--- config.mk ---
export PLATFORM = sky130hd
export DESIGN_NAME = wbss_front
export DESIGN_NICKNAME = d
export VERILOG_FILES = /design/src/rtl/core/wbss_pkg.sv /design/src/rtl/core/wbss_front.sv
export SDC_FILE = /design/constraint.sdc
export NUM_CORES = 1
export LEC_CHECK = 0
export CORE_MARGIN = 2
export CORE_UTILIZATION = 65
export DETAILED_ROUTE_END_ITERATION = 8
export DONT_BUFFER_PORTS = 1
export PLACE_DENSITY = 0.84
export SLEW_MARGIN = 15
export SYNTH_ARGS = -nofsm -noshare
export SYNTH_HDL_FRONTEND = slang
export SYNTH_SLANG_ARGS = --single-unit
--- constraint.sdc ---
create_clock -name clk -period 10.31 [get_ports clk]
set_input_delay 1.031 -clock clk [delete_from_list [all_inputs] [get_ports clk]]
set_output_delay 1.031 -clock clk [all_outputs]
set_load 0.005 [all_outputs]
--- src/rtl/core/wbss_pkg.sv ---
`timescale 1ns / 1ps

package wbss_pkg;

  localparam int MAX_POINTS        = 1048576;
  localparam int MAX_LENGTH_DIGITS = 9;
  localparam int QUEUE_DEPTH       = 4;

  localparam int CNT_W = 21;
  localparam int LEN_W = 30;
  localparam int IDX_W = 20;
  localparam int RAW_W = 17;

  localparam logic [7:0] CH_HASH = 8'h23;
  localparam logic [7:0] CH_0    = 8'h30;
  localparam logic [7:0] CH_1    = 8'h31;
  localparam logic [7:0] CH_9    = 8'h39;
  localparam logic [7:0] CH_LF   = 8'h0A;
  localparam logic [7:0] CH_NDIG_MAX = 8'(32'(CH_0) + MAX_LENGTH_DIGITS);

  localparam logic [1:0] KIND_SAMPLE = 2'd0;
  localparam logic [1:0] KIND_DONE   = 2'd1;
  localparam logic [1:0] KIND_ERROR  = 2'd2;

  localparam logic [2:0] ERR_NONE      = 3'd0;
  localparam logic [2:0] ERR_NO_HASH   = 3'd1;
  localparam logic [2:0] ERR_DIGIT_CNT = 3'd2;
  localparam logic [2:0] ERR_NON_DIGIT = 3'd3;
  localparam logic [2:0] ERR_LENGTH    = 3'd4;
  localparam logic [2:0] ERR_NO_LF     = 3'd5;

  localparam logic [2:0] REG_BPP         = 3'd0;
  localparam logic [2:0] REG_MSB_FIRST   = 3'd1;
  localparam logic [2:0] REG_SIGNED      = 3'd2;
  localparam logic [2:0] REG_POINT_COUNT = 3'd3;
  localparam logic [2:0] REG_Y_MULT      = 3'd4;
  localparam logic [2:0] REG_Y_ZERO      = 3'd5;
  localparam logic [2:0] REG_Y_OFFSET    = 3'd6;
  localparam logic [2:0] REG_X_INCREMENT = 3'd7;

  typedef enum logic [2:0] {
    PH_HASH,
    PH_NDIG,
    PH_LEN,
    PH_DATA,
    PH_NL
  } phase_t;

  typedef struct packed {
    logic [1:0]       bytes_per_point;
    logic             msb_first;
    logic             signed_samples;
    logic [CNT_W-1:0] point_count;
    logic [47:0]      y_mult;
    logic [47:0]      y_zero;
    logic [31:0]      y_offset;
    logic [47:0]      x_increment;
  } cfg_t;

  localparam cfg_t CFG_RESET = '{
    bytes_per_point: 2'd1,
    msb_first:       1'b0,
    signed_samples:  1'b1,
    point_count:     21'd1,
    y_mult:          48'h0001_0000_0000,
    y_zero:          48'd0,
    y_offset:        32'd0,
    x_increment:     48'd0
  };

  typedef struct packed {
    logic [1:0]              kind;
    logic [2:0]              code;
    logic [IDX_W-1:0]        index;
    logic signed [RAW_W-1:0] raw;
    logic [63:0]             x;
  } job_t;

endpackage

--- src/rtl/core/wbss_front.sv ---
`timescale 1ns / 1ps

module wbss_front (
  input  logic           clk,
  input  logic           rst,
  input  logic           in_valid,
  output logic           in_ready,
  input  logic [7:0]     byte_in,
  input  wbss_pkg::cfg_t cfg,
  input  logic           q_full,
  output logic           push,
  output wbss_pkg::job_t push_job
);
  import wbss_pkg::*;

  phase_t           phase, phase_next;
  logic [3:0]       digits_left, digits_left_next;
  logic [LEN_W-1:0] declared_length, declared_length_next;
  logic [7:0]       first_byte, first_byte_next;
  logic             byte_position, byte_position_next;
  logic [CNT_W-1:0] point_index, point_index_next;
  logic [63:0]      time_acc, time_acc_next;

  logic             accept;
  logic             fail;
  logic [2:0]       fail_code;
  logic             bpp2;
  logic [CNT_W-1:0] cnt;
  logic [LEN_W-1:0] expected;
  logic [LEN_W-1:0] len_acc;
  logic [15:0]      raw16;
  logic [RAW_W-1:0] sample;
  logic [64:0]      tsum;
  logic [CNT_W:0]   idx_inc;

  assign in_ready = !q_full;
  assign accept   = in_valid && in_ready;
  assign bpp2     = (cfg.bytes_per_point == 2'd2);
  assign cnt      = (32'(cfg.point_count) > MAX_POINTS) ? CNT_W'(MAX_POINTS) : cfg.point_count;
  assign expected = bpp2 ? LEN_W'({cnt, 1'b0}) : LEN_W'(cnt);
  assign len_acc  = (declared_length << 3) + (declared_length << 1) + LEN_W'(byte_in[3:0]);
  assign raw16    = cfg.msb_first ? {first_byte, byte_in} : {byte_in, first_byte};
  assign tsum     = {1'b0, time_acc} + {17'd0, cfg.x_increment};
  assign idx_inc  = {1'b0, point_index} + 1'b1;

  always_comb begin
    if (bpp2) begin
      sample = (cfg.signed_samples && raw16[15]) ? {1'b1, raw16} : {1'b0, raw16};
    end else begin
      sample = (cfg.signed_samples && byte_in[7]) ? {9'h1FF, byte_in} : {9'h000, byte_in};
    end
  end

  always_ff @(posedge clk) begin
    if (rst) begin
      phase           <= PH_HASH;
      digits_left     <= '0;
      declared_length <= '0;
      first_byte      <= '0;
      byte_position   <= 1'b0;
      point_index     <= '0;
      time_acc        <= '0;
    end else begin
      phase           <= phase_next;
      digits_left     <= digits_left_next;
      declared_length <= declared_length_next;
      first_byte      <= first_byte_next;
      byte_position   <= byte_position_next;
      point_index     <= point_index_next;
      time_acc        <= time_acc_next;
    end
  end

  always_comb begin
    phase_next           = phase;
    digits_left_next     = digits_left;
    declared_length_next = declared_length;
    first_byte_next      = first_byte;
    byte_position_next   = byte_position;
    point_index_next     = point_index;
    time_acc_next        = time_acc;
    fail                 = 1'b0;
    fail_code            = ERR_NONE;
    push                 = 1'b0;
    push_job             = '0;

    if (accept) begin
      unique case (phase)
        PH_HASH: begin
          if (byte_in != CH_HASH) begin
            fail      = 1'b1;
            fail_code = ERR_NO_HASH;
          end else begin
            phase_next = PH_NDIG;
          end
        end
        PH_NDIG: begin
          if (byte_in < CH_1 || byte_in > CH_NDIG_MAX) begin
            fail      = 1'b1;
            fail_code = ERR_DIGIT_CNT;
          end else begin
            digits_left_next     = byte_in[3:0];
            declared_length_next = '0;
            phase_next           = PH_LEN;
          end
        end
        PH_LEN: begin
          if (byte_in < CH_0 || byte_in > CH_9) begin
            fail      = 1'b1;
            fail_code = ERR_NON_DIGIT;
          end else begin
            declared_length_next = len_acc;
            digits_left_next     = digits_left - 1'b1;
            if (digits_left == 4'd1) begin
              if (len_acc != expected) begin
                fail      = 1'b1;
                fail_code = ERR_LENGTH;
              end else begin
                point_index_next   = '0;
                byte_position_next = 1'b0;
                time_acc_next      = '0;
                phase_next         = (cnt == '0) ? PH_NL : PH_DATA;
              end
            end
          end
        end
        PH_DATA: begin
          if (bpp2 && !byte_position) begin
            first_byte_next    = byte_in;
            byte_position_next = 1'b1;
          end else begin
            byte_position_next = 1'b0;
            push               = 1'b1;
            push_job.kind      = KIND_SAMPLE;
            push_job.code      = ERR_NONE;
            push_job.index     = point_index[IDX_W-1:0];
            push_job.raw       = sample;
            push_job.x         = time_acc;
            time_acc_next      = tsum[64] ? '1 : tsum[63:0];
            point_index_next   = idx_inc[CNT_W-1:0];
            if (idx_inc >= {1'b0, cnt}) begin
              phase_next = PH_NL;
            end
          end
        end
        PH_NL: begin
          if (byte_in != CH_LF) begin
            fail      = 1'b1;
            fail_code = ERR_NO_LF;
          end else begin
            phase_next           = PH_HASH;
            digits_left_next     = '0;
            declared_length_next = '0;
            first_byte_next      = '0;
            byte_position_next   = 1'b0;
            point_index_next     = '0;
            time_acc_next        = '0;
            push                 = 1'b1;
            push_job.kind        = KIND_DONE;
          end
        end
        default: begin
          phase_next           = PH_HASH;
          digits_left_next     = '0;
          declared_length_next = '0;
          first_byte_next      = '0;
          byte_position_next   = 1'b0;
          point_index_next     = '0;
          time_acc_next        = '0;
        end
      endcase

      if (fail) begin
        phase_next           = PH_HASH;
        digits_left_next     = '0;
        declared_length_next = '0;
        first_byte_next      = '0;
        byte_position_next   = 1'b0;
        point_index_next     = '0;
        time_acc_next        = '0;
        push                 = 1'b1;
        push_job             = '0;
        push_job.kind        = KIND_ERROR;
        push_job.code        = fail_code;
      end
    end
  end

endmodule

## After elaboration in Yosys (flattened, before gate mapping)

Cells that the tools add are included.

| word-level totals | value |
|---|---|
| bits of input ports | 213 |
| output and inout bits | 108 |
| logic and storage cells | 135 |
| bits in registers | 130 |

| cells by class | value |
|---|---|
| $add $sub $neg | 5 |
| eq/ne operators | 21 |
| reductions and logical operators | 18 |
| multiplexer cells | 79 |
| $lt $le $gt $ge | 5 |

Operator list:

| cell | number |
|---|---|
| $mux 64 | 7 |
| $pmux 64 s4 | 1 |
| $mux 106 | 2 |
| $mux 21 | 7 |
| $mux 29 | 4 |
| $pmux 29 s4 | 1 |
| $mux 104 | 1 |
| $mux 101 | 1 |
| $pmux 21 s4 | 1 |
| $add 64x48->65 | 1 |
| $mux 17 | 3 |
| $mux 3 | 14 |
| $add 30x30->30 | 1 |
| $add 30x4->30 | 1 |
| $ne 30x22->1 | 1 |
| $ne 3x3->1 const B | 9 |
| $mux 8 | 3 |
| $pmux 8 s3 | 1 |
| $add 21x1->22 const B | 1 |
| $ge 22x21->1 | 1 |
| $mux 22 | 1 |
| $gt 21x21->1 const B | 1 |
| $logic_not 21->1 | 1 |
| $mux 1 | 19 |
| other kinds (31) | 45 |

## Depth between registers and ports, before layout

| logic depth | value |
|---|---|
| word-level depth | 11 |
| depth in mapped cells | 19 |

## Worst setup path after synthesis

No wires, ideal clock.

| timing | value |
|---|---|
| path kind | input port to output port |
| from | input port byte_in[3] |
| to | output port push_job[102] (netlist name) |
| stages on the path | 13 |
| path buffers | 0 |
| slack | 4.681 ns |
| data required time | 9.279 ns |
| arrival time | 4.598 ns |
| path through | fa_1 fa_1 a21o_1 a311o_1 a22oi_1 nand2b_1 or2_2 o2111ai_1 nor4bb_1 and4_1 a21oi_1 nor2_1 nor3b_1 |

RTL lines:

| element | RTL line | source |
|---|---|---|
| start, declared | wbss_front.sv:8 | `input logic [7:0] byte_in,` |
| end, declared | wbss_front.sv:12 | `output wbss_pkg::job_t push_job` |

==> results.sh <==
export IMPL_wl_mm=38.74
export IMPL_crit_type="primary input to output port"
export IMPL_finClkSkew_ns=0.01239
export IMPL_insertion_delay_ns=0.44
export IMPL_slew_limit_headroom_pct=19.27
export IMPL_grt_pass1_vias=12700
export IMPL_tns_ns=0
export IMPL_initial_core_util_pct=66.35
export IMPL_dieArea_um2=21010
export IMPL_portBuffers=0
export IMPL_dr_pass1_iters=6
export IMPL_clock_path_buffers=2
export IMPL_syn_area_um2=12910
export IMPL_drive_gt1_share_pct=4.373
export IMPL_final_instance_count_excl_fill=1980
export IMPL_reg2reg_depth=15
export IMPL_ys_warn_count=0
export IMPL_synth_cells=1786
export IMPL_placedInstanceArea_um2=12900
export IMPL_timing_final_crit_period_ns=6.573
export IMPL_core_um2=19460
export IMPL_area_growth_pct=4.564
export IMPL_syn_area_per_cell_um2=7.230
export IMPL_yosysTopAreaCell="dfxtp_1"
export IMPL_cts_hold_buf=0
export IMPL_grt_pass1_wl_mm=63.07
export IMPL_synth_edf_count=0
export IMPL_drv_slew=0
export IMPL_place_congestion=0.9806
export IMPL_ir_drop_mv=0.1079
export IMPL_synth_ff_type="dfxtp_1"
export IMPL_crit_required_ns=9.28
export IMPL_ys_types=78
export IMPL_dpl_cell_count=1948
export IMPL_num_rows=51
export IMPL_drv_cap=0
export IMPL_power_density_nw_per_um2=93.06
export IMPL_antenna_cells=0
export IMPL_avgViaCountPerCell=6.757
export IMPL_hold_violations=0
export IMPL_r2r_slack_ns=5.21
export IMPL_vias=13380
export IMPL_post_cts_setup_buffers=0
export IMPL_fp_dieH_um=144.9
export IMPL_setup_viol=0
export IMPL_arrival_ns=5.54
export IMPL_io_pins=321
export IMPL_yosysSeqAreaShare_pct=20.16
export IMPL_cp_start_kind="primary input"
export IMPL_yosysMostFrequentCell="nand2_1"
export IMPL_setup_slack_ns=3.737
export IMPL_layout_nets=2044
export IMPL_cts_resized=0
export IMPL_hp_class="flip-flop to flip-flop"
export IMPL_postLayoutCellArea_um2=13500
export IMPL_htreeDepth=4
export IMPL_async_reset_ff_share_pct=0
export IMPL_root_buffer="clkbuf_16"
export IMPL_clkSlewWorstSetupHoldPaths_ns=0.06
export IMPL_status="completed"
export IMPL_cts_made_buffers=17
export IMPL_ant_nets=0
export IMPL_overflow=0
export IMPL_fin_crit_sh_pct=63.75
export IMPL_reg2reg_from="time_acc[0]"
export IMPL_endpoint="push_job[103]"
export IMPL_power_leakage_nw=6.099
export IMPL_ys_ff_latch=130
export IMPL_worst_slew_pin_transition_ns=1.208
export IMPL_cts_tree="yes"
export IMPL_syn_num_nets=2128
export IMPL_dieWidth_um=144.9
export IMPL_cp_max_fo=10
export IMPL_yosysTopAreaCellShare_pct=20.16
export IMPL_rsz0062_at_grt="no"
export IMPL_dp_slack_ns=3.827
export IMPL_antenna_found_initial=0
export IMPL_cts_sinks=130
export IMPL_drtIter0Drc=1219
export IMPL_route_detailed_drc=0
export IMPL_synth_area_top_cells="dfxtp_1 (20%), ha_1 (12%), a21oi_1 (7.9%)"
export IMPL_endpoint_kind="output port"
export IMPL_grt_max_degree=92
export IMPL_fmax_mhz=152.1
export IMPL_worstReg2RegEnd="time_acc[58]"
export IMPL_dp_hpwl_mm=27.75
export IMPL_grt_total_usage_pct=35.83
export IMPL_wl_per_cell_um=19.57
export IMPL_yosys_top_cells_count="nand2_1 (243), a21oi_1 (205), dfxtp_1 (130)"
export IMPL_critPathLaunch="byte_in[3]"
export IMPL_hold_slack_ns=0.4572
[placed cells by master (no fill, tap or decap), types with 13 or more instances in the layout]
cell and instances:
a21oi_1 205, xor2_1 43, a21o_1 39, nor4_1 19
clkbuf_16 17, o21bai_1 16, xnor2_1 56, o21ai_0 121
and3_1 114, nand2_1 243, ha_1 126, a211oi_1 22
inv_1 42, nor3_1 30, o2111ai_1 13, nand4_1 20
nand3_1 43, nor2_1 111, dfxtp_1 130, nand2b_1 15
or4_1 22, a31oi_1 16, and2_1 14
[through the flow]
| stage | total power, mW | util [%] |
|---|---|---|
| final | 1.257 | 69.37 |
| after global routing | 1.290 | 69.37 |
| after CTS | 1.254 | 69.37 |
| after detailed placement | 0.6335 | 66.29 |
| after global placement | 0.6301 | 66.29 |
| after floorplan | 0.6164 | - |
[logic make-up (layout without fill, tap and decap cells)]
family | count (synthesis) | after routing | share of synthesized area [%]
multiplexers | 19 | 19 | 1.579
adder cells (fa/ha/maj) | 129 | 129 | 12.67
XOR/XNOR | 100 | 100 | 6.890
buffers and inverters | 155 | 84 | 4.767
flip-flops | 130 | 130 | 20.16
AO/OA/AOI/OAI | 551 | 551 | 26.54
AND/OR/NAND/NOR | 702 | 702 | 27.39
[flip-flops by register name, indices dropped and copies added, names as in the netlist]
name / flops
first_byte: 8
declared_length: 29
point_index: 21
phase: 3
time_acc: 64
digits_left: 4
byte_position: 1
[report_power, final]
part / switching, mW / total [mW] / internal, mW
clock: 0.279 / 0.631 / 0.352
combinational: 0.0794 / 0.122 / 0.0430
sequential: 0.000475 / 0.503 / 0.503
[critical path, stage by stage]
cell,delay (ns)
fa_1,0.52
fa_1,0.51
a21o_1,0.26
a311o_1,0.37
a22oi_1,0.45
nand2b_1,0.19
or2_2,0.32
o2111ai_1,0.10
nor4bb_1,0.11
and4_1,0.22
a21oi_1,0.67
nor2_1,0.29
nor3_1,0.49
[final cells by class]
cell class	instances	area [um^2]
Tap cell	265	331.6
Timing Repair Buffer	10	75.07
Multi-Input combinational cell	1501	9736
Clock buffer	18	439.2
Inverter	42	157.7
Clock inverter	14	160.2
Fill cell	1668	5961
Sequential cell	130	2603
[routing by layer]
layer	vias up	global-route usage, %	share of wire, %
li1	6396	-	-
met4	0	16.68	4.2
met5	-	0	0
met3	129	10.72	10
met2	585	59.07	46
met1	6269	42.85	40
[worst min path at each step]
stage	startpoint	endpoint	slack [ns]	cells after the start
after floorplan	time_acc[0]	time_acc[0]	0.43	2
after global placement	declared_length[27]	declared_length[27]	0.44	2
after detailed placement	time_acc[31]	time_acc[31]	0.45	2
after CTS	time_acc[39]	time_acc[39]	0.46	2
after global routing	declared_length[28]	declared_length[28]	0.47	2
final	declared_length[28]	declared_length[28]	0.46	2
No activity file was read; power rests on OpenSTA's default activity.
