**src/rtl/core/wbss_pkg.sv**
```systemverilog
`timescale 1ns / 1ps

package wbss_pkg;

  localparam int MAX_POINTS        = 1048576;
  localparam int MAX_LENGTH_DIGITS = 9;
  localparam int QUEUE_DEPTH       = 4;

  localparam int CNT_W = 21;
  localparam int LEN_W = 30;
  localparam int IDX_W = 20;
  localparam int RAW_W = 17;

  localparam logic [7:0] CH_HASH = 8'h23;
  localparam logic [7:0] CH_0    = 8'h30;
  localparam logic [7:0] CH_1    = 8'h31;
  localparam logic [7:0] CH_9    = 8'h39;
  localparam logic [7:0] CH_LF   = 8'h0A;
  localparam logic [7:0] CH_NDIG_MAX = 8'(32'(CH_0) + MAX_LENGTH_DIGITS);

  localparam logic [1:0] KIND_SAMPLE = 2'd0;
  localparam logic [1:0] KIND_DONE   = 2'd1;
  localparam logic [1:0] KIND_ERROR  = 2'd2;

  localparam logic [2:0] ERR_NONE      = 3'd0;
  localparam logic [2:0] ERR_NO_HASH   = 3'd1;
  localparam logic [2:0] ERR_DIGIT_CNT = 3'd2;
  localparam logic [2:0] ERR_NON_DIGIT = 3'd3;
  localparam logic [2:0] ERR_LENGTH    = 3'd4;
  localparam logic [2:0] ERR_NO_LF     = 3'd5;

  localparam logic [2:0] REG_BPP         = 3'd0;
  localparam logic [2:0] REG_MSB_FIRST   = 3'd1;
  localparam logic [2:0] REG_SIGNED      = 3'd2;
  localparam logic [2:0] REG_POINT_COUNT = 3'd3;
  localparam logic [2:0] REG_Y_MULT      = 3'd4;
  localparam logic [2:0] REG_Y_ZERO      = 3'd5;
  localparam logic [2:0] REG_Y_OFFSET    = 3'd6;
  localparam logic [2:0] REG_X_INCREMENT = 3'd7;

  typedef enum logic [2:0] {
    PH_HASH,
    PH_NDIG,
    PH_LEN,
    PH_DATA,
    PH_NL
  } phase_t;

  typedef struct packed {
    logic [1:0]       bytes_per_point;
    logic             msb_first;
    logic             signed_samples;
    logic [CNT_W-1:0] point_count;
    logic [47:0]      y_mult;
    logic [47:0]      y_zero;
    logic [31:0]      y_offset;
    logic [47:0]      x_increment;
  } cfg_t;

  localparam cfg_t CFG_RESET = '{
    bytes_per_point: 2'd1,
    msb_first:       1'b0,
    signed_samples:  1'b1,
    point_count:     21'd1,
    y_mult:          48'h0001_0000_0000,
    y_zero:          48'd0,
    y_offset:        32'd0,
    x_increment:     48'd0
  };

  typedef struct packed {
    logic [1:0]              kind;
    logic [2:0]              code;
    logic [IDX_W-1:0]        index;
    logic signed [RAW_W-1:0] raw;
    logic [63:0]             x;
  } job_t;

endpackage

```
**src/rtl/core/wbss_fifo.sv**
```systemverilog
`timescale 1ns / 1ps

module wbss_fifo #(
  parameter int DEPTH = wbss_pkg::QUEUE_DEPTH
) (
  input  logic           clk,
  input  logic           rst,
  input  logic           push,
  input  wbss_pkg::job_t push_job,
  output logic           full,
  input  logic           pop,
  output logic           empty,
  output wbss_pkg::job_t head
);
  import wbss_pkg::*;

  localparam int PTR_W = (DEPTH > 1) ? $clog2(DEPTH) : 1;
  localparam int CW    = $clog2(DEPTH + 1);

  job_t             mem [DEPTH];
  logic [PTR_W-1:0] wr_ptr;
  logic [PTR_W-1:0] rd_ptr;
  logic [CW-1:0]    count;
  logic             do_push;
  logic             do_pop;

  assign full    = (count == CW'(DEPTH));
  assign empty   = (count == '0);
  assign do_push = push && !full;
  assign do_pop  = pop && !empty;
  assign head    = mem[rd_ptr];

  always_ff @(posedge clk) begin
    if (rst) begin
      wr_ptr <= '0;
      rd_ptr <= '0;
      count  <= '0;
    end else begin
      if (do_push) begin
        wr_ptr <= (wr_ptr == PTR_W'(DEPTH - 1)) ? '0 : wr_ptr + 1'b1;
      end
      if (do_pop) begin
        rd_ptr <= (rd_ptr == PTR_W'(DEPTH - 1)) ? '0 : rd_ptr + 1'b1;
      end
      if (do_push && !do_pop) begin
        count <= count + 1'b1;
      end else if (do_pop && !do_push) begin
        count <= count - 1'b1;
      end
    end
  end

  always_ff @(posedge clk) begin
    if (do_push) begin
      mem[wr_ptr] <= push_job;
    end
  end

endmodule

```
**config.mk**
```make
export PLATFORM = sky130hd
export DESIGN_NAME = wbss_fifo
export DESIGN_NICKNAME = d
export VERILOG_FILES = /design/src/rtl/core/wbss_pkg.sv /design/src/rtl/core/wbss_fifo.sv
export SDC_FILE = /design/constraint.sdc
export NUM_CORES = 1
export LEC_CHECK = 0
export BUFFER_PORTS_ARGS = -buffer_cell sky130_fd_sc_hd__buf_4
export CELL_PAD_IN_SITES_DETAIL_PLACEMENT = 1
export CELL_PAD_IN_SITES_GLOBAL_PLACEMENT = 1
export CORE_MARGIN = 1.5
export CORE_UTILIZATION = 54
export DETAILED_ROUTE_END_ITERATION = 7
export PLACE_DENSITY_LB_ADDON = 0.08
export SYNTH_ARGS = -nofsm -noshare
export SYNTH_HDL_FRONTEND = slang
export SYNTH_SLANG_ARGS = --single-unit
```
**constraint.sdc**
```tcl
create_clock -name clk -period 5.6 [get_ports clk]
set_clock_uncertainty 0.15 [all_clocks]
set_input_delay 0.56 -clock clk [delete_from_list [all_inputs] [get_ports clk]]
set_output_delay 0.56 -clock clk [all_outputs]
set_load 0.05 [all_outputs]
```
### Yosys cells after proc, flatten, opt, wreduce, memory -nomap -nowiden

Memories as Yosys holds them, arrays and structs flattened. A register that Yosys moved wholly into a read port is not among the register bits.
Cells that the tools add are included.

| cells by class | value |
|---|---|
| add/subtract/negate cells | 4 |
| equality and inequality tests | 3 |
| multiplexer cells | 8 |
| reductions and logical operators | 10 |

Operator list:

| operator | count |
|---|---|
| $mux 2 | 4 |
| $mux 3 | 2 |
| $add 2x1->2 const B | 2 |
| $eq 2x2->1 const B | 2 |
| $logic_and 1x1->1 | 4 |
| $logic_not 1->1 | 4 |
| $add 3x1->3 const B | 1 |
| $eq 3x3->1 const B | 1 |
| $logic_not 3->1 | 1 |
| $sub 3x1->3 const B | 1 |
| $mux 1 | 2 |
| $reduce_bool 2->1 | 1 |

| word-level totals | value |
|---|---|
| flip-flop bits (word level) | 7 |
| memory bits (writable) | 424 |
| input bits | 110 |
| word-level logic and storage cells | 29 |
| memories | 1 |

Memories:

| memory | depth | width | read ports | clocked after memory_dff | wr ports | line | RTL |
|---|---|---|---|---|---|---|---|
| mem | 4 | 106 | 1 | 1 | 1 | wbss_fifo.sv:20 | `job_t mem [DEPTH];` |

### Depth between registers and ports, before layout

Gate-level depths: netlist of the first run.

| depth | value |
|---|---|
| word-level depth | 7 |
| depth in mapped cells | 10 |
| mapped depth without buffers | 9 |

### Worst setup path before layout of the first run

OpenSTA, ideal clock, no wires.

| timing path | value |
|---|---|
| path kind | register -> register |
| from | register count[0] |
| to | memory mem[0][0] (netlist bit) (enable) |
| setup time | 478 ps |
| arrival time | 3174 ps |
| required time | 4972 ps |
| slack | 1798 ps |
| cell stages (with the launch flop) | 4 |
| path buffers | 1 |
| clock period less this slack | 3802 ps |
| cells stage by stage | dfxtp_1 -> or3b_1 -> buf_2 -> and3_1 |

| between the ends | value |
|---|---|
| word-level cells in the longest chain between the ends | 5 |

Ends and longest elaborated chain:

| element | line | RTL |
|---|---|---|
| start: declaration | wbss_fifo.sv:23 | `logic [CW-1:0] count;` |
| start signal: assignment | wbss_fifo.sv:46 | `count <= count + 1'b1;` |
| start signal: assignment | wbss_fifo.sv:48 | `count <= count - 1'b1;` |
| $eq 3x3->1 | wbss_fifo.sv:27 | `assign full = (count == CW'(DEPTH));` |
| $logic_not 1->1 | wbss_fifo.sv:29 | `assign do_push = push && !full;` |
| $logic_and 1x1->1 | wbss_fifo.sv:29 |  |
| $mux 1 | wbss_fifo.sv:54 | `if (do_push) begin` |
| $mux 1 (not written as such) | wbss_fifo.sv:55 | `mem[wr_ptr] <= push_job;` |
| end: declaration | wbss_fifo.sv:20 |  |

No other way between the ends.

==> results of run 1 <==
layer usage:
layer | up-vias | GRT usage, % | share of wire (%)
met5 | - | 0 | 0
met4 | 0 | 6.50 | 2.0
met3 | 42 | 5.77 | 6.8
met2 | 209 | 35.7 | 52
met1 | 3776 | 27.1 | 39
li1 | 3089 | - | -
registers in the layout (all words and copies together) (netlist names), named ones only:
register	cells
mem	424
rd_ptr	2
count	3
wr_ptr	2
power by group through the flow:
stage | Clock, uW | Sequential [uW] | Combinational (uW)
global route | 2900 | 4120 | 2980
finish | 2740 | 4070 | 2850
detailed placement | 0 | 4150 | 2890
global placement | 0 | 4120 | 2850
CTS | 2800 | 4080 | 2900
floorplan | 0 | 4070 | 2130
through the flow:
step / area, sq um / hold WS [ps] / std cells
after floorplan: 15800 / 313 / 604
after global placement: 17800 / 318 / 1190
after detailed placement: 17800 / 348 / 1190
after CTS: 19200 / 45.1 / 1267
after global routing: 19200 / 49.5 / 1268
final: 19200 / 60.3 / 1269
final cells by class:
class	count	area [sq um]
flip-flops and latches	433	12900
fillers	2267	9530
multi-input cells	140	2670
repair buffers	228	1720
clock buffers	54	1160
well taps	384	480
clock inverters	23	190
inverters	5	18.8
diodes	2	5.00
cells in the mapped netlist:
library cell    n
inv_1           4
nand2_1         1
dfxtp_1         9
or3b_1          1
edfxtp_1      424
ha_1            6
nor3_1          2
xor2_1          2
inv_2           1
buf_8           5
o21ai_0         2
buf_6           1
a21oi_1         3
or3_1           2
and3_1          4
o31ai_2         1
mux4_2        106
fa_1            1
mux2i_1         2
nand3_1         2
buf_2          13
clkbuf_1        7
o31ai_1         1
nor2_1          4
kinds of logic after synthesis:
group,Yosys count,share of synthesized area (%)
compound gates,7,0.286
xor+xnor,2,0.111
fa+ha+maj,7,0.603
buf+inv,31,1.25
flops,433,81.9
mux,108,15.3
simple gates,16,0.540
worst paths after layout:
path         slack (ps)  cells after the start         end          from
max                2130                      3    head[13]          flop
min reg2reg         360                      2        flop     rd_ptr[0]
max reg2reg        2710                      3  mem[2][71]      count[0]
min                  60                      1  mem[3][26]  push_job[26]
critical path, stage by stage, from the launching register on:
cell	delay (ps)
dfxtp_4	900
buf_12	420
mux4_2	580
buf_4	210
placed cells by master (no fill, tap or decap):
master / instances
a21oi_1: 3
and3_4: 4
buf_12: 1
buf_4: 227
bufinv_16: 3
clkbuf_1: 9
clkbuf_16: 45
clkinv_1: 10
clkinv_2: 5
clkinvlp_4: 5
dfxtp_1: 7
dfxtp_4: 2
diode_2: 2
edfxtp_1: 424
fa_1: 1
ha_1: 6
inv_1: 4
inv_2: 1
mux2i_1: 2
mux4_2: 106
nand2_1: 1
nand3_1: 2
nor2_1: 4
nor3_1: 2
o21ai_0: 2
o31ai_1: 1
o31ai_2: 1
or3_1: 2
or3b_1: 1
xor2_1: 2
==> flow_summary.json, run 1 <==
{
  "crit_required_ps": 4890,
  "setup-tns-final_ps": 0,
  "grt_pass1_vias": 7967,
  "comb_power_share_pct": 29.5,
  "dieHeight_um": 174,
  "p_leak_uw": 0.00641,
  "fp.dieArea_sq_mm": 0.0302,
  "yosysUniqueCellTypes": 24,
  "p_sw_uw": 3150,
  "grt_max_degree": 64,
  "synth_top_cell_area_share_pct": 80.8,
  "viasPerCell": 5.61,
  "tritoncts": "yes",
  "num_rows": 62,
  "antenna_left": 0,
  "slew_viol_final": 0,
  "synthTopCellsByArea": "edfxtp_1 81%, mux4_2 15%, dfxtp_1 1.1%",
  "critPathKind": "flop to primary output",
  "grt_pass1_wl_mm": 47.6,
  "worstMarginPinSlew_ps": 1020,
  "route.detailed.drc": 0,
  "clkLatencyLatePin_ps": 520,
  "gp_congestion": 0.695,
  "rsz0062_at_grt": "false",
  "syn_inst": 604,
  "drv_cap": 0,
  "start_util_pct": 54.9,
  "post_cts_buffers": 0,
  "hp-class": "primary input to flop",
  "outcome": "complete, no violations",
  "io_pins": 218,
  "start_kind": "flop",
  "p_int_uw": 6520,
  "clkPwrFrac_pct": 28.4,
  "path_clk_slew_ps": 70,
  "yosysWarnings": 0,
  "crit_arrival_ps": 2760,
  "core_area_sq_mm": 0.0287,
  "ys_ff_latch": 433,
  "finalHoldViolCount": 0,
  "antenna_found_initial": 2,
  "ctsHoldBuffers": 0,
  "ctsHtreeMaxLevel": 2,
  "drt_wl_total_mm": 31.1,
  "grt.total_usage_pct": 21.1,
  "avgSynthCellArea_sq_um": 26.1,
  "drtIter0Drc": 455,
  "fin_crit_sh_pct": 61.9,
  "io_buffers": 217,
  "cts_resized": 0,
  "ys_seq_area_share_pct": 81.9,
  "seq_power_share_pct": 42.2,
  "place_hpwl_mm": 19.3,
  "area_growth_pct": 21.6,
  "nets": 968,
  "numCtsBuffers": 43,
  "fmax_ghz": 0.288,
  "relSlewSlack_pct": 32.0,
  "drive_gt1_share_pct": 45.3,
  "fin_crit_ps": 3470,
  "endpoint_kind": "primary output",
  "critPathMaxFanout": 48,
  "firstDrtPassIters": 4,
  "grt_overflow": 0,
  "report.final.setup_viol": 0,
  "clockRootBuffer": "clkbuf_16",
  "avgRoutedWirePerCell_um": 24.5,
  "power_uw": 9660,
  "powerDensity_mw_per_mm2": 504,
  "switching_share_pct": 32.6,
  "utilization_pct": 66.8,
  "vias": 7116,
  "dp_slack_ps": 2590,
  "netlist_area_sq_mm": 0.0158,
  "clk_path_buf_depth": 3,
  "die_x_um": 174,
  "yosysTopAreaCell": "edfxtp_1",
  "fin_ws_ps": 2130,
  "peakVddDrop_v": 0.000472,
  "syn_nets": 721,
  "clock_sinks": 433
}
No activity file was read; power rests on OpenSTA's default activity.
==> inputs of run 2 (changes only) <==
CORE_UTILIZATION = 45   (was 54)
clock period = 2.8 ns   (was 5.6 ns; I/O delays follow)
==> run 2 against run 1 <==
Critical path depth did not move. Global-route usage fell by 1.9 points. First-iteration DRC count fell by 22%. Largest cell class unchanged. Sequential power rose by 98%. Sequential cell count did not move. Cell count rose by 15%. Hold slack improved by 250 ps. Sequential share of layout area fell by 5.0 points. Combinational power rose by 110%. Die area rose by 20%. Routed wire length rose by 8.1%.
==> flow_summary.json, run 2 (same netlist as run 1, synthesis figures left out) <==
{
  "cpPeakStageDelay_ps": 600,
  "largest_reg_flops": 424,
  "drv_cap": 0,
  "route.detailed.drc": 0,
  "final_common_cell": "edfxtp_1",
  "grt_pass1_vias": 8774,
  "io_buffers": 217,
  "core_area_sq_mm": 0.0345,
  "final_cell_mix": "424 x edfxtp_1, 224 x buf_4, 110 x dlygate4sd3_1",
  "drive_gt1_share_pct": 40.9,
  "powerDensity_mw_per_mm2": 960,
  "fin_crit_ps": 2680,
  "crit_required_ps": 2370,
  "clock_sinks": 433,
  "p_leak_uw": 0.00704,
  "grt.total_usage_pct": 19.2,
  "peakVddDrop_v": 0.000720,
  "crit_arrival_ps": 2250,
  "reg2reg_depth": 7,
  "rsz0062_at_grt": "true",
  "antenna_left": 0,
  "fin_ws_ps": 117,
  "fp.dieArea_sq_mm": 0.0362,
  "nets": 1092,
  "slew_viol_final": 0,
  "reg2reg_slack_ps": 220,
  "grt_overflow": 0,
  "dp_slack_ps": 220,
  "firstDrtPassIters": 4,
  "numCtsBuffers": 46,
  "viasPerCell": 5.20,
  "r2r_start": "count[1]",
  "tritoncts": "yes",
  "clockRootBuffer": "clkbuf_16",
  "top_register": "mem",
  "fmax_ghz": 0.373,
  "path_clk_slew_ps": 60,
  "drt_wl_total_mm": 33.6,
  "dieHeight_um": 190,
  "worst_r2r_endpoint": "count[2]",
  "relSlewSlack_pct": 56.5,
  "grt_max_degree": 53,
  "antenna_cells": 0,
  "place_hpwl_mm": 20.1,
  "endpoint_kind": "primary output",
  "setup-tns-final_ps": 0,
  "largestRegisters": "mem: 424 flops, count: 3 flops",
  "critPathMaxFanout": 52,
  "clkLatencyLatePin_ps": 560,
  "vias": 7613,
  "cp_cell_sequence": "buf_16 -> mux4_2 -> buf_4",
  "crit_end": "head[17]",
  "die_x_um": 190,
  "area_growth_pct": 31.4,
  "critPathSlowestCell": "mux4_2",
  "drtIter0Drc": 356,
  "antenna_found_initial": 0,
  "avgRoutedWirePerCell_um": 23.0,
  "fin_crit_sh_pct": 95.8,
  "gp_congestion": 0.751,
  "dp.cells": 1272,
  "io_pins": 218,
  "stdcell_count": 1464,
  "holdWs_ps": 311,
  "critPathKind": "flop to primary output",
  "report.final.setup_viol": 0,
  "ctsHtreeMaxLevel": 2,
  "hp-class": "primary input to flop",
  "post_cts_buffers": 0,
  "finalHoldViolCount": 0,
  "start_util_pct": 45.6,
  "start_kind": "flop",
  "grt_pass1_wl_mm": 51.5,
  "clk_path_buf_depth": 3,
  "outcome": "complete, no violations",
  "num_rows": 68,
  "worstMarginPinSlew_ps": 647
}
run 2: changes by cell type in the layout (fill, tap and decap cells not counted), moves of 5 or more:
cell,delta
clkinvlp_4,-5
dlygate4sd3_1,+110
buf_12,+12
clkbuf_1,+7
run 2: worst max-delay path, delay by kind of cell, from the launching register on:
kind,cells,cell delay [ps]
muxes,1,600
DFF,1,470
buffers and inverters,2,590
run 2: area by class of cell:
| type | instances | area (sq um) |
|---|---|---|
| Fill cell | 2917 | 13800 |
| Clock inverter | 13 | 82.6 |
| Clock buffer | 69 | 1340 |
| Tap cell | 455 | 569 |
| Multi-Input combinational cell | 140 | 2670 |
| Timing Repair Buffer | 349 | 3100 |
| Inverter | 5 | 18.8 |
| Sequential cell | 433 | 12900 |
run 2: power by group:
group	internal [uW]	switching, uW	total (uW)
clock network	3380	2330	5710
registers	7840	218	8060
logic	2200	3900	6100
total	13400	6450	19900
run 2: how the worst min path moves through the flow:
stage,end,cells past startpoint,slack [ps],start
after floorplan,mem[0][0],0,230,push_job[0]
after global placement,flop,2,320,rd_ptr[0]
after detailed placement,mem[3][23],1,330,push_job[23]
after CTS,mem[2][3],2,280,push_job[3]
after global routing,mem[2][102],2,300,push_job[102]
final,mem[1][94],2,310,push_job[94]
run 2: per-stage QoR:
stage / utilization [%] / power, uW / cell area [sq um]
floorplan: - / 12400 / 15800
global placement: 52.6 / 14100 / 18200
detailed placement: 52.6 / 14200 / 18200
CTS: 59.9 / 20100 / 20700
global route: 59.9 / 20600 / 20700
finish: 59.9 / 19900 / 20700
run 2: metal layers:
layer	share of wire (%)	vias up	routed length (um)	track usage [%]
li1	-	3355	-	-
met1	40	4006	13600	23.4
met2	52	201	17600	34.0
met3	5.2	51	1730	4.35
met4	2.1	0	698	6.18
met5	0	-	0	0
run 2: repair_timing:
action / in CTS / in global routing
endpoints found under the hold margin: 433 / 0
hold buffers: 110 / 0
gates resized for setup: 0 / 2
setup endpoints to repair: 0 / 6
==> inputs of run 3 (changes only) <==
CORE_UTILIZATION = 50   (was 45)
clock period = 2.68 ns   (was 2.8 ns; I/O delays follow)
==> run 3 against run 2 <==
Sequential share of layout area up 0.73 points. Register-to-register slack about the same. Design area down 1.1%. First-iteration DRC count up 38%. Critical path depth unchanged. Critical path type unchanged. Critical endpoint is now head[66]. Largest power group unchanged.
==> flow_summary.json, run 3 (same netlist as run 1, synthesis figures left out) <==
{
  "outcome": "complete, no violations",
  "setup-tns-final_ps": 0,
  "reg2reg_slack_ps": 230,
  "crit_arrival_ps": 2080,
  "worstMarginPinSlew_ps": 598,
  "p_leak_uw": 0.00695,
  "clk_path_buf_depth": 3,
  "final_cell_mix": "424 x edfxtp_1, 224 x buf_4, 109 x dlygate4sd3_1",
  "slew_viol_final": 0,
  "finalHoldViolCount": 0,
  "vias": 7634,
  "relSlewSlack_pct": 60.1,
  "firstDrtPassIters": 4,
  "dieHeight_um": 181,
  "drive_gt1_share_pct": 40.4,
  "p_int_uw": 13600,
  "start_util_pct": 51.1,
  "ctsHtreeMaxLevel": 2,
  "fp.dieArea_sq_mm": 0.0326,
  "switching_share_pct": 32.8,
  "clkPwrFrac_pct": 26.3,
  "comb_power_share_pct": 32.0,
  "critPathMaxFanout": 17,
  "antenna_found_initial": 2,
  "rsz0062_at_grt": "false",
  "largest_reg_flops": 424,
  "nets": 1092,
  "top_register": "mem",
  "clock_sinks": 433,
  "gp_congestion": 0.701,
  "core_area_sq_mm": 0.0308,
  "fmax_ghz": 0.400,
  "hp-class": "primary input to flop",
  "viasPerCell": 5.46,
  "report.final.setup_viol": 0,
  "grt_pass1_wl_mm": 51.7,
  "crit_required_ps": 2260,
  "final_common_cell": "edfxtp_1",
  "p_sw_uw": 6630,
  "powerDensity_mw_per_mm2": 989,
  "fin_crit_sh_pct": 93.2,
  "die_x_um": 181,
  "place_hpwl_mm": 20.4,
  "area_growth_pct": 29.8,
  "numCtsBuffers": 44,
  "peakVddDrop_v": 0.000649,
  "start_kind": "flop",
  "clkLatencyLatePin_ps": 520,
  "largestRegisters": "mem: 424 flops, count: 3 flops",
  "antenna_left": 0,
  "path_clk_slew_ps": 60,
  "io_pins": 218,
  "seq_power_share_pct": 41.8,
  "utilization_pct": 66.4,
  "route.detailed.drc": 0,
  "clockRootBuffer": "clkbuf_16",
  "avgRoutedWirePerCell_um": 24.1,
  "grt_max_degree": 53,
  "dp.cells": 1215,
  "fillers": 2423,
  "fin_crit_ps": 2500,
  "critPathKind": "flop to primary output",
  "grt.total_usage_pct": 21.1,
  "drt_wl_total_mm": 33.7,
  "grt_pass1_vias": 8809,
  "tritoncts": "yes",
  "grt_overflow": 0,
  "num_rows": 64,
  "stdcell_count": 1397,
  "endpoint_kind": "primary output",
  "power_uw": 20200,
  "io_buffers": 217,
  "drtIter0Drc": 491,
  "drv_cap": 0
}
## run 3: cell types whose count changed in the layout (fill, tap and decap cells not counted), moves of 2 or more
cell	before	now
buf_16	2	0
diode_2	0	2
clkinv_1	6	16
clkbuf_16	49	45
clkinv_2	6	2
buf_12	13	17
clkbuf_8	4	0
clkbuf_1	16	7
## run 3: worst paths after layout
kind | startpoint | to | cells past startpoint
worst max-delay path | flop | head[66] | 3
worst min-delay path | pop | flop | 5
worst max register to register | count[0] | count[2] | 9
worst min register to register | rd_ptr[0] | flop | 2
## run 3: per-stage QoR
stage                     cell area [sq um]  hold WS, ps  setup slack, ps
final                                 20500          102              182
after global routing                  20500          134             87.1
after CTS                             20500         93.4              101
after detailed placement              18100          322              118
after global placement                18100          314              350
after floorplan                       15800          217             76.1
## run 3: critical path, cell delays in order, from the launching register on
cell and delay, ps:
dfxtp_4 550, buf_12 240, mux4_2 540, buf_4 210
## run 3: timing repair
item / CTS / global route
setup endpoints to repair: 25 / 1
hold buffers: 109 / 0
gates resized for setup: 0 / 1
setup buffers: 1 / 0
hold endpoints to repair: 433 / 0
## run 3: layout make-up
type	instances	area (sq um)	area share (%)
flip-flops and latches	433	12900	63.1
repair buffers	351	3130	15.3
multi-input cells	140	2670	13.1
clock buffers	52	1150	5.63
well taps	396	495	2.42
clock inverters	18	70.1	0.342
inverters	5	18.8	0.0917
diodes	2	5.00	0.0245
## run 3: power groups by stage
stage               Combinational, uW  Sequential [uW]  Clock, uW
global placement                 6270             8550          0
detailed placement               6350             8630          0
finish                           6470             8450       5320
global route                     6750             8510       5650
CTS                              6560             8460       5420
floorplan                        4460             8460          0
## run 3: routing by layer
metal	vias to the layer above	wire length (um)	GRT usage, %
li1	3340	-	-
met1	4015	13400	26.2
met2	232	17600	37.4
met3	47	2100	5.03
met4	0	635	5.82
met5	-	0	0
